**config.mk**
```make
export PLATFORM = sky130hd
export DESIGN_NAME = oaht_ctrl
export DESIGN_NICKNAME = d
export VERILOG_FILES = /design/src/oaht_pkg.sv /design/src/oaht_ctrl.sv
export SDC_FILE = /design/constraint.sdc
export NUM_CORES = 1
export LEC_CHECK = 0
export BUFFER_PORTS_ARGS = -buffer_cell sky130_fd_sc_hd__buf_2
export CORE_AREA = 2 2 39 41
export DETAILED_ROUTE_END_ITERATION = 8
export DIE_AREA = 0 0 41 43
export MAX_ROUTING_LAYER = met4
export PLACE_DENSITY = 0.55
export SYNTH_ARGS = -nofsm -noshare
export SYNTH_HDL_FRONTEND = slang
export SYNTH_SLANG_ARGS = --single-unit
```
**constraint.sdc**
```tcl
create_clock -name i_clk -period 4.4 [get_ports i_clk]
set_clock_uncertainty 0.15 [all_clocks]
set_input_delay 0.66 -clock i_clk [delete_from_list [all_inputs] [get_ports i_clk]]
set_output_delay 0.66 -clock i_clk [all_outputs]
set_load 0.02 [all_outputs]
```
**src/oaht_pkg.sv**
```systemverilog
// Shared types and constants of the open addressing hash table.
package oaht_pkg;

    localparam int KEY_NBYTES = 16;
    localparam int BYTE_W = 8;
    localparam int KEY_W = KEY_NBYTES * BYTE_W;
    localparam int HALF_W = KEY_W / 2;
    localparam int SLOT_W = 10;
    localparam int STATUS_W = 2;
    localparam int OUT_DATA_W = 16;

    localparam int DEF_TABLE_SIZE = 1009;
    localparam int DEF_KEY_BYTES = 16;

    localparam logic [STATUS_W-1:0] ST_OK = 2'd0;
    localparam logic [STATUS_W-1:0] ST_MISS = 2'd1;
    localparam logic [STATUS_W-1:0] ST_FULL = 2'd2;

    localparam logic FUNC_INSERT = 1'b0;
    localparam logic FUNC_SEARCH = 1'b1;

    // Commands from the controller to the datapath.
    typedef struct packed {
        logic                clr_wr;
        logic                load;
        logic                sum;
        logic                mod_step;
        logic                home;
        logic                rd;
        logic                adv;
        logic                key_wr;
        logic                res_set;
        logic [STATUS_W-1:0] res_status;
        logic                res_slot;
        logic                out_load;
    } t_dp_cmd;

    // Status from the datapath to the controller.
    typedef struct packed {
        logic clr_done;
        logic key_zero;
        logic mod_done;
        logic hit;
        logic empty;
        logic last_probe;
        logic is_search;
        logic out_free;
    } t_dp_stat;

endpackage

```
**src/oaht_ctrl.sv**
```systemverilog
// Controller state machine of the hash table: sequences clearing, hashing and probing.
module oaht_ctrl
    import oaht_pkg::*;
(
    input  logic     i_clk,
    input  logic     i_rst_n,
    input  logic     i_s_tvalid,
    output logic     o_s_tready,
    input  t_dp_stat i_stat,
    output t_dp_cmd  o_cmd
);

    localparam logic [2:0] S_CLEAR = 3'd0;
    localparam logic [2:0] S_IDLE  = 3'd1;
    localparam logic [2:0] S_SUM   = 3'd2;
    localparam logic [2:0] S_MOD   = 3'd3;
    localparam logic [2:0] S_READ  = 3'd4;
    localparam logic [2:0] S_CMP   = 3'd5;
    localparam logic [2:0] S_DONE  = 3'd6;

    logic [2:0] r_state;
    logic [2:0] n_state;

    always_ff @(posedge i_clk) begin
        if (!i_rst_n) begin
            r_state <= S_CLEAR;
        end else begin
            r_state <= n_state;
        end
    end

    assign o_s_tready = (r_state == S_IDLE);

    always_comb begin
        n_state = r_state;
        o_cmd = '0;
        o_cmd.res_status = ST_MISS;
        case (r_state)
            S_CLEAR: begin
                o_cmd.clr_wr = 1'b1;
                if (i_stat.clr_done) begin
                    n_state = S_IDLE;
                end
            end
            S_IDLE: begin
                if (i_s_tvalid) begin
                    o_cmd.load = 1'b1;
                    n_state = S_SUM;
                end
            end
            S_SUM: begin
                if (i_stat.key_zero) begin
                    o_cmd.res_set = 1'b1;
                    o_cmd.res_status = ST_MISS;
                    n_state = S_DONE;
                end else begin
                    o_cmd.sum = 1'b1;
                    n_state = S_MOD;
                end
            end
            S_MOD: begin
                if (i_stat.mod_done) begin
                    o_cmd.home = 1'b1;
                    n_state = S_READ;
                end else begin
                    o_cmd.mod_step = 1'b1;
                end
            end
            S_READ: begin
                o_cmd.rd = 1'b1;
                n_state = S_CMP;
            end
            S_CMP: begin
                if (i_stat.hit) begin
                    o_cmd.res_set = 1'b1;
                    o_cmd.res_status = ST_OK;
                    o_cmd.res_slot = 1'b1;
                    n_state = S_DONE;
                end else if (i_stat.empty) begin
                    o_cmd.res_set = 1'b1;
                    if (i_stat.is_search) begin
                        o_cmd.res_status = ST_MISS;
                    end else begin
                        o_cmd.key_wr = 1'b1;
                        o_cmd.res_status = ST_OK;
                        o_cmd.res_slot = 1'b1;
                    end
                    n_state = S_DONE;
                end else if (i_stat.last_probe) begin
                    o_cmd.res_set = 1'b1;
                    o_cmd.res_status = i_stat.is_search ? ST_MISS : ST_FULL;
                    n_state = S_DONE;
                end else begin
                    o_cmd.adv = 1'b1;
                    n_state = S_READ;
                end
            end
            S_DONE: begin
                if (i_stat.out_free) begin
                    o_cmd.out_load = 1'b1;
                    n_state = S_IDLE;
                end
            end
            default: begin
                n_state = S_CLEAR;
            end
        endcase
    end

endmodule

```
-- After elaboration in Yosys (flattened, before gate mapping)
Index checks and enable logic that the tools add are counted.
- register bits: 3
- bits of input ports: 11
- word-level logic and storage cells: 47
- equal/unequal tests: 10
- multiplexer cells: 34
- reduce and logical (&&, ||, !) cells: 2
- operator list (cell ; count):
    $mux W3 ; 10
    $pmux W3 S7 ; 1
    $mux W1 ; 16
    $mux W2 ; 5
    $eq A3 B3 Y1 const B ; 3
    $ne A2 B2 Y1 const B ; 4
    $eq A3 B2 Y1 const B ; 2
    $pmux W3 S2 ; 1
    $mux W4 ; 1
    $reduce_and A4 Y1 ; 1
    $eq A3 B1 Y1 const B ; 1
    $logic_not A3 Y1 ; 1

-- Longest topological paths before layout
Gate-level depths: netlist (run 1).
- word-level depth: 5
- depth in mapped cells: 5
- gate-level depth less buffers: 4

-- Least setup slack after synthesis (run 1)
No wires, ideal clock.
- path type: register to output
- start point: reg r_state[0]
- end point: out o_cmd[5] (netlist name)
- data arrival time: 1533 ps
- slack: 2057 ps
- stages on the path, launching flop included: 5
- buffers on the path: 2
- cells stage by stage: dfxtp_1 buf_6 buf_2 nand3b_1 nor4b_1
- RTL lines (item ; RTL line ; RTL):
    start, declared ; oaht_ctrl.sv:21 ; logic [2:0] r_state;
    start signal, assigned ; oaht_ctrl.sv:28 ; r_state <= n_state;
    end, declared ; oaht_ctrl.sv:10 ; output t_dp_cmd o_cmd

==> flow_summary.toml, run 1 <==
[power_and_ir_drop]
intPower_w = 0.00009981
p_per_area_nw_per_um2 = 347.9
power_frac_clock = 0.276
p_leak_nw = 0.2241
ir_worst_vdd_mv = 0.2470
pwr-share-seq = 0.302
switching_power_w = 0.00006954
combPwrFrac = 0.422
sw_frac_of_total = 0.4106

[cells_and_area]
final_cell_mix = "buf_2, nor3b_1"
fin_area_sq_um = 486.7
final_common_cell = "buf_2"
nets = 84
regMostFlops = "r_state"
largest_reg_flops = 3
finish.utilization = 0.3517
antenna_cells = 0
top_regs = "r_state: 3 flops"
areaGrowthSynthToFinish_pct = 40.43
final_layout_size_suffix_gt1_frac = 0.4167

[synth]
synth.net_count = 59
ys_seq_area_frac = 0.1733
syn_avg_cell_area_sq_um = 7.220
yosysWarnings = 0
yosysUniqueCellTypes = 23
postSynthCellCount = 48
ys_ff_latch = 3
synth_area_sq_um = 346.6

[setup_path]
cp-start-kind = "register"
crit_required_ps = 3590
cpMaxStageDelayCell = "dfxtp_1"
cp_top_family = "flip-flops"
r2r_cells = 3
cp-end-kind = "primary output"
slowest_delay_ps = 660
path_class = "register to primary output"
reg2reg_setup_slack_ps = 2680
rr_endpoint = "r_state[0]"
path_max_fanout = 18
crit_chain = "nand3b_1 -> nor4b_1 -> buf_2"
crit_cells = 3
r2r_start = "r_state[0]"
cp.arrival_ps = 1680
crit_buf_inv = 1

[status]
status = "finished clean"

[timing]
fin_ws_ps = 1908
hold_viol_final = 0
max_freq_mhz = 401.2
slew_viol_final = 0
layout_min_cycle_time_ps = 2492
whs_ps = 515.2
worstMarginPinSlew_ps = 562.4
rsz0062_at_grt = "no"
max_slew_margin = 0.6246
tns_ps = 0
finalCritPeriodShare = 0.5665
finalSetupViolations = 0

[die]
dieArea_sq_um = 1763
die_h_microns = 43
start_util = 0.2505
io_pins = 25
std_cell_rows = 14
coreArea_sq_um = 1384
dieWidth_microns = 41

[min_path]
worstHoldEndpoint = "r_state[2]"
min_from = "r_state[2]"
hold_path_class = "register to register"
min_path_cells = 2

[global_route]
grt_pass1_wl_microns = 1193
grt_max_degree = 19
grt_pass1_vias = 303
grt.total_usage = 0.09959
gr-total-overflow = 0
antenna_found_initial = 0

[clock_network]
cts.sinks = 3
clk_latency_ps = 230
cts_tree = "yes"
cts_setup_buffers = 0
cts-root-buf = "clkbuf_4"
clk_path_buf_depth = 2
ctsHoldBuffers = 0
cts_resized = 0
cts_max_level = 1
clk_pin_slew_worst_paths_ps = 40
numCtsBuffers = 3

[placed_design]
place_congestion = 0.7125
placed_area_sq_um = 460.4
place.detailed.hpwl_microns = 648.5
place_worst_setup_slack_ps = 2101
io_buffers = 24

[detailed_routing]
totalWireLength_microns = 841
viasPerCell = 4.830
first_pass_iters = 4
ant_nets = 0
routedWlPerCell_microns = 9.557
drc_errors = 0
vias = 425
drt_iter0_markers = 15

[job]
drv_cap = 0
==> cells by family (layout without fill, tap and decap cells) <==
group,after synthesis,in the layout,share of synthesized area
buffers and inverters,6,30,0.09747
DFF,3,3,0.1733
AOI/OAI and AO/OA,12,12,0.2238
and+or+nand+nor,27,27,0.5054
==> metrics by stage <==
step / total power, W / instances
CTS: 0.0001728 / 88
detailed placement: 0.0001235 / 84
floorplan: 0.0001086 / 48
global route: 0.0001846 / 88
finish: 0.0001693 / 88
global placement: 0.0001235 / 84
==> synthesized netlist by cell type <==
| cell type | number | area (sq um) |
|---|---|---|
| o21ai_0 | 4 | 20.02 |
| nor2b_1 | 2 | 12.51 |
| buf_2 | 3 | 15.01 |
| nand2_1 | 2 | 7.510 |
| buf_6 | 1 | 11.26 |
| o32ai_1 | 1 | 8.760 |
| a21oi_1 | 4 | 20.02 |
| nor4b_1 | 1 | 8.760 |
| dfxtp_1 | 3 | 60.06 |
| nor3b_1 | 5 | 37.54 |
| nor3_1 | 4 | 20.02 |
| and2_1 | 1 | 6.260 |
| inv_1 | 2 | 7.510 |
| nor2_1 | 4 | 15.01 |
| a31oi_1 | 1 | 6.260 |
| nor4_1 | 1 | 6.260 |
| nand2b_4 | 1 | 13.76 |
| or4_1 | 1 | 7.510 |
| a21boi_1 | 1 | 7.510 |
| nand3b_1 | 1 | 7.510 |
| a2111oi_2 | 1 | 15.01 |
| nand2b_1 | 3 | 18.77 |
| nor2b_4 | 1 | 13.76 |
==> worst max path at each step <==
stage | start | endpoint | slack [ps]
after global placement | i_stat[3] | o_cmd[6] | 2100
final | r_state[0] | o_cmd[5] | 1910
after CTS | r_state[0] | o_cmd[5] | 1880
after global routing | r_state[0] | o_cmd[5] | 1730
after floorplan | r_state[0] | o_cmd[5] | 2060
after detailed placement | i_stat[2] | o_cmd[6] | 2100
==> final cells by class <==
cell class	instances	area (sq um)
inverter	2	7.507
sequential	3	60.06
tap	16	20.02
clock buffer	4	26.28
fill	163	897.1
timing repair buffer	24	120.1
multi-input combinational	39	252.7
==> worst register-to-register path, cell delays in order (launching register included) <==
cell and delay, ps:
dfxtp_1 660, a2111oi_2 180, or4_1 530, a21boi_1 120
==> per-layer routing <==
layer | track usage | vias to the layer above | share of wire
met1 | 0.1374 | 186 | 0.46
met5 | - | - | 0
li1 | - | 221 | -
met2 | 0.1313 | 18 | 0.45
met4 | 0 | 0 | 0
met3 | 0.06283 | 0 | 0.081
==> power groups by stage <==
stage | logic (W) | clock network (W) | registers (W)
2_1_floorplan | 0.0000746 | 0 | 0.0000340
3_5_place_dp | 0.0000720 | 0 | 0.0000516
3_3_place_gp | 0.0000727 | 0 | 0.0000508
6_report | 0.0000715 | 0.0000467 | 0.0000511
4_1_cts | 0.0000722 | 0.0000494 | 0.0000512
5_1_grt | 0.0000780 | 0.0000529 | 0.0000537
Power figures use the tool's default switching activity.
==> run 2: changes to the inputs <==
==> constraint.sdc (replaced) <==
create_clock -name i_clk -period 2.4 [get_ports i_clk]
set_clock_uncertainty 0.15 [all_clocks]
set_input_delay 0.36 -clock i_clk [delete_from_list [all_inputs] [get_ports i_clk]]
set_output_delay 0.36 -clock i_clk [all_outputs]
set_load 0.02 [all_outputs]
==> run 2 against run 1 <==
Die area unchanged; sequential share of layout area down 0.19 points; routed wire length down 1.1%; worst hold slack worse by 290 ps; global-route usage up 1.3 points; worst setup slack worse by 1500 ps; clock power up 83%; cell count up 1.1%; power up 88%; combinational power up 110%.
==> flow_summary.toml, run 2 (synthesis results as in run 1) <==
[clock_network]
ctsHoldBuffers = 0
cts_max_level = 1
cts-root-buf = "clkbuf_4"
clk_path_buf_depth = 2
numCtsBuffers = 3
cts_setup_buffers = 0
clk_pin_slew_worst_paths_ps = 40
cts.sinks = 3
clk_latency_ps = 230
cts_tree = "yes"
cts_resized = 0

[die]
die_h_microns = 43
io_pins = 25
std_cell_rows = 14
dieArea_sq_um = 1763
start_util = 0.2505
dieWidth_microns = 41
coreArea_sq_um = 1384

[cells_and_area]
antenna_cells = 0
areaGrowthSynthToFinish_pct = 42.60
largest_reg_flops = 3
top_regs = "r_state: 3 flops"
nets = 85
instances_no_fill = 89
final_common_cell = "buf_2"
fin_area_sq_um = 494.2
final_cell_mix = "buf_2, nor3b_1"
finish.utilization = 0.3571
regMostFlops = "r_state"
fill_cells = 155
final_layout_size_suffix_gt1_frac = 0.4247

[power_and_ir_drop]
intPower_w = 0.0001888
p_per_area_nw_per_um2 = 644.2
power_frac_clock = 0.268
combPwrFrac = 0.477
sw_frac_of_total = 0.4071
ir_worst_vdd_mv = 0.2320
switching_power_w = 0.0001296
p_leak_nw = 0.2292
pwr-share-seq = 0.254

[job]
drv_cap = 0

[placed_design]
place_congestion = 0.7561
placed_cells = 85
placed_area_sq_um = 467.9
place.detailed.hpwl_microns = 661.9
io_buffers = 24

[min_path]
hold_path_class = "input pin to register"

[global_route]
grt_max_degree = 14
antenna_found_initial = 0
gr-total-overflow = 0
grt.total_usage = 0.1121
grt_pass1_wl_microns = 1380
grt_pass1_vias = 329

[timing]
rsz0062_at_grt = "no"
tns_ps = 0
slew_viol_final = 0
max_freq_mhz = 492.8
worstMarginPinSlew_ps = 396.6
hold_viol_final = 0
whs_ps = 224.3
finalSetupViolations = 0
max_slew_margin = 0.7335
layout_min_cycle_time_ps = 2029
finalCritPeriodShare = 0.8455

[setup_path]
path_max_fanout = 10
cp-start-kind = "register"
cp.arrival_ps = 1520
path_class = "register to primary output"
cp-end-kind = "primary output"
crit_required_ps = 1890

[detailed_routing]
ant_nets = 0
viasPerCell = 4.685
routedWlPerCell_microns = 9.348
totalWireLength_microns = 832
first_pass_iters = 3
vias = 417
drc_errors = 0
drt_iter0_markers = 11

[status]
status = "finished clean"
## run 2: changes by cell type in the layout (fill, tap and decap cells not counted), sizes merged
cell,change
buf,+1
## run 2: power by group through the flow
stage	sequential (W)	combinational, W	clock [W]
2_1_floorplan	0.0000623	0.000137	0
6_report	0.0000810	0.000152	0.0000854
3_3_place_gp	0.0000821	0.000153	0
5_1_grt	0.0000837	0.000171	0.0000969
4_1_cts	0.0000811	0.000153	0.0000903
3_5_place_dp	0.0000818	0.000152	0
## run 2: metrics by stage
stage	setup WS [ps]	power [W]
3_3_place_gp	675.9	0.0002350
4_1_cts	362.4	0.0003242
2_1_floorplan	357.3	0.0001991
5_1_grt	303.6	0.0003512
6_report	370.9	0.0003184
3_5_place_dp	610.8	0.0002340
## run 2: area by class of cell
type | count | area [sq um] | share of cell area
Tap cell | 16 | 20.02 | 0.04051
Multi-Input combinational cell | 39 | 252.7 | 0.5114
Timing Repair Buffer | 25 | 127.6 | 0.2582
Inverter | 2 | 7.507 | 0.01519
Sequential cell | 3 | 60.06 | 0.1215
Clock buffer | 4 | 26.28 | 0.05316
## run 2: critical path, stage by stage (launching register included)
cell	delay [ps]
dfxtp_1	490
nand3b_1	270
nor4b_1	310
buf_2	220
## run 2: metal layers
layer  wire length, microns  vias up  GRT usage  share of wire
li1                       -      225          -              -
met1                    397      182     0.1608           0.48
met2                    391       10     0.1563           0.47
met3                     43        0    0.03141          0.052
met4                      0        0    0.02000              0
met5                      0        -          -              0
## run 2: path summary, 6_finish.rpt
check | from | to | slack [ps] | depth (start not counted)
worst min-delay path | i_rst_n | r_state[2] | 220 | 2
worst min register to register | r_state[2] | r_state[2] | 510 | 2
worst max register to register | r_state[0] | r_state[0] | 840 | 4
worst max-delay path | r_state[2] | o_cmd[5] | 370 | 3
==> run 3: changes to the inputs <==
==> constraint.sdc (replaced) <==
create_clock -name i_clk -period 1.9 [get_ports i_clk]
set_clock_uncertainty 0.15 [all_clocks]
set_input_delay 0.285 -clock i_clk [delete_from_list [all_inputs] [get_ports i_clk]]
set_output_delay 0.285 -clock i_clk [all_outputs]
set_load 0.02 [all_outputs]
==> run 3 against run 2 <==
Worst hold slack got worse by 82 ps; cell count increased by 2.2%; worst setup slack got worse by 280 ps; clock-buffer cell count unchanged; critical path depth unchanged; sequential cell count unchanged; clock power increased by 37%.
==> flow_summary.toml, run 3 (synthesis results as in run 1) <==
[clock_network]
cts-root-buf = "clkbuf_4"
clk_latency_ps = 240
clk_pin_slew_worst_paths_ps = 40
cts_tree = "yes"
numCtsBuffers = 3
ctsHoldBuffers = 0
cts_setup_buffers = 0
cts_max_level = 1
clk_path_buf_depth = 2
cts.sinks = 3

[min_path]
hold_path_class = "input pin to register"

[detailed_routing]
first_pass_iters = 2
routedWlPerCell_microns = 10.55
ant_nets = 0
viasPerCell = 4.659
totalWireLength_microns = 960
vias = 424
drc_errors = 0
drt_iter0_markers = 3

[power_and_ir_drop]
p_per_area_nw_per_um2 = 809.7
ir_worst_vdd_mv = 0.3454
total_power_w = 0.0004326
p_leak_nw = 0.2460

[global_route]
grt.total_usage = 0.1244
grt_pass1_vias = 354
antenna_found_initial = 0
grt_max_degree = 11
grt_pass1_wl_microns = 1449
gr-total-overflow = 0

[timing]
worstMarginPinSlew_ps = 434.5
rsz0062_at_grt = "yes"
whs_ps = 142.8
finalSetupViolations = 0
finalCritPeriodShare = 0.9525
max_freq_mhz = 552.5
slew_viol_final = 0
layout_min_cycle_time_ps = 1810
hold_viol_final = 0
tns_ps = 0
max_slew_margin = 0.7098

[setup_path]
cp-end-kind = "primary output"
path_class = "register to primary output"
crit_chain = "nand3b_1 -> nor4b_2 -> buf_4"
cp_top_family = "simple AND/OR/NAND/NOR gates"
slowest_delay_ps = 370
crit_buf_inv = 1
crit_required_ps = 1460
path_max_fanout = 10
cpMaxStageDelayCell = "dfxtp_4"
cp.arrival_ps = 1370
cp-start-kind = "register"

[cells_and_area]
largest_reg_flops = 3
instances_no_fill = 91
areaGrowthSynthToFinish_pct = 54.15
regMostFlops = "r_state"
antenna_cells = 0
final_common_cell = "buf_2"
fill_cells = 141
multi_input_area_sq_um = 270.3
seqCellArea_sq_um = 65.06
top_regs = "r_state: 3 flops"
final_layout_size_suffix_gt1_frac = 0.5067
nets = 87

[die]
start_util = 0.2505
dieArea_sq_um = 1763
dieWidth_microns = 41
coreArea_sq_um = 1384
die_h_microns = 43
std_cell_rows = 14
io_pins = 25

[placed_design]
place.detailed.hpwl_microns = 711.6
place_congestion = 0.7301
placed_cells = 87
io_buffers = 24

[status]
status = "finished clean"

[job]
drv_cap = 0
==> run 3: layout make-up <==
cell class / instances / area share
clock buffers: 4 / 0.04918
inverters: 2 / 0.01405
multi-input cells: 39 / 0.5059
flip-flops and latches: 3 / 0.1218
well taps: 16 / 0.03747
repair buffers: 27 / 0.2717
==> run 3: per-layer routing <==
metal | up-vias | wire [microns] | global-route usage
met3 | 2 | 51 | 0.01571
met2 | 15 | 409 | 0.1438
met1 | 179 | 481 | 0.1827
li1 | 228 | - | -
met5 | - | 0 | -
met4 | 0 | 19 | 0.1000
==> run 3: final timing paths <==
check	slack [ps]	from	endpoint	cells after the start
max	90	r_state[1]	o_cmd[5]	3
min	140	i_rst_n	r_state[2]	2
max reg2reg	340	r_state[0]	r_state[0]	5
min reg2reg	510	r_state[1]	r_state[1]	2
==> run 3: repair_timing <==
action,4_1_cts,5_1_grt
pin swaps,0,2
gates cloned,0,0
setup endpoints to repair,1,2
gates resized for setup,1,3
==> run 3: power breakdown <==
group          internal, W  switching (W)  total [W]  leakage (nW)
Combinational    0.0000973       0.000120   0.000217         0.205
Clock            0.0000790      0.0000377   0.000117        0.0150
Sequential       0.0000777      0.0000209  0.0000986        0.0256
==> run 3: per-stage QoR <==
step / setup slack [ps] / cell area [sq um] / util
4_1_cts: 71.08 / 528.0 / 0.3816
6_report: 90.18 / 534.3 / 0.3861
5_1_grt: -19.53 / 534.3 / 0.3861
3_5_place_dp: 259.8 / 500.5 / 0.3617
2_1_floorplan: 179.0 / 364.1 / -
3_3_place_gp: 292.9 / 500.5 / 0.3617
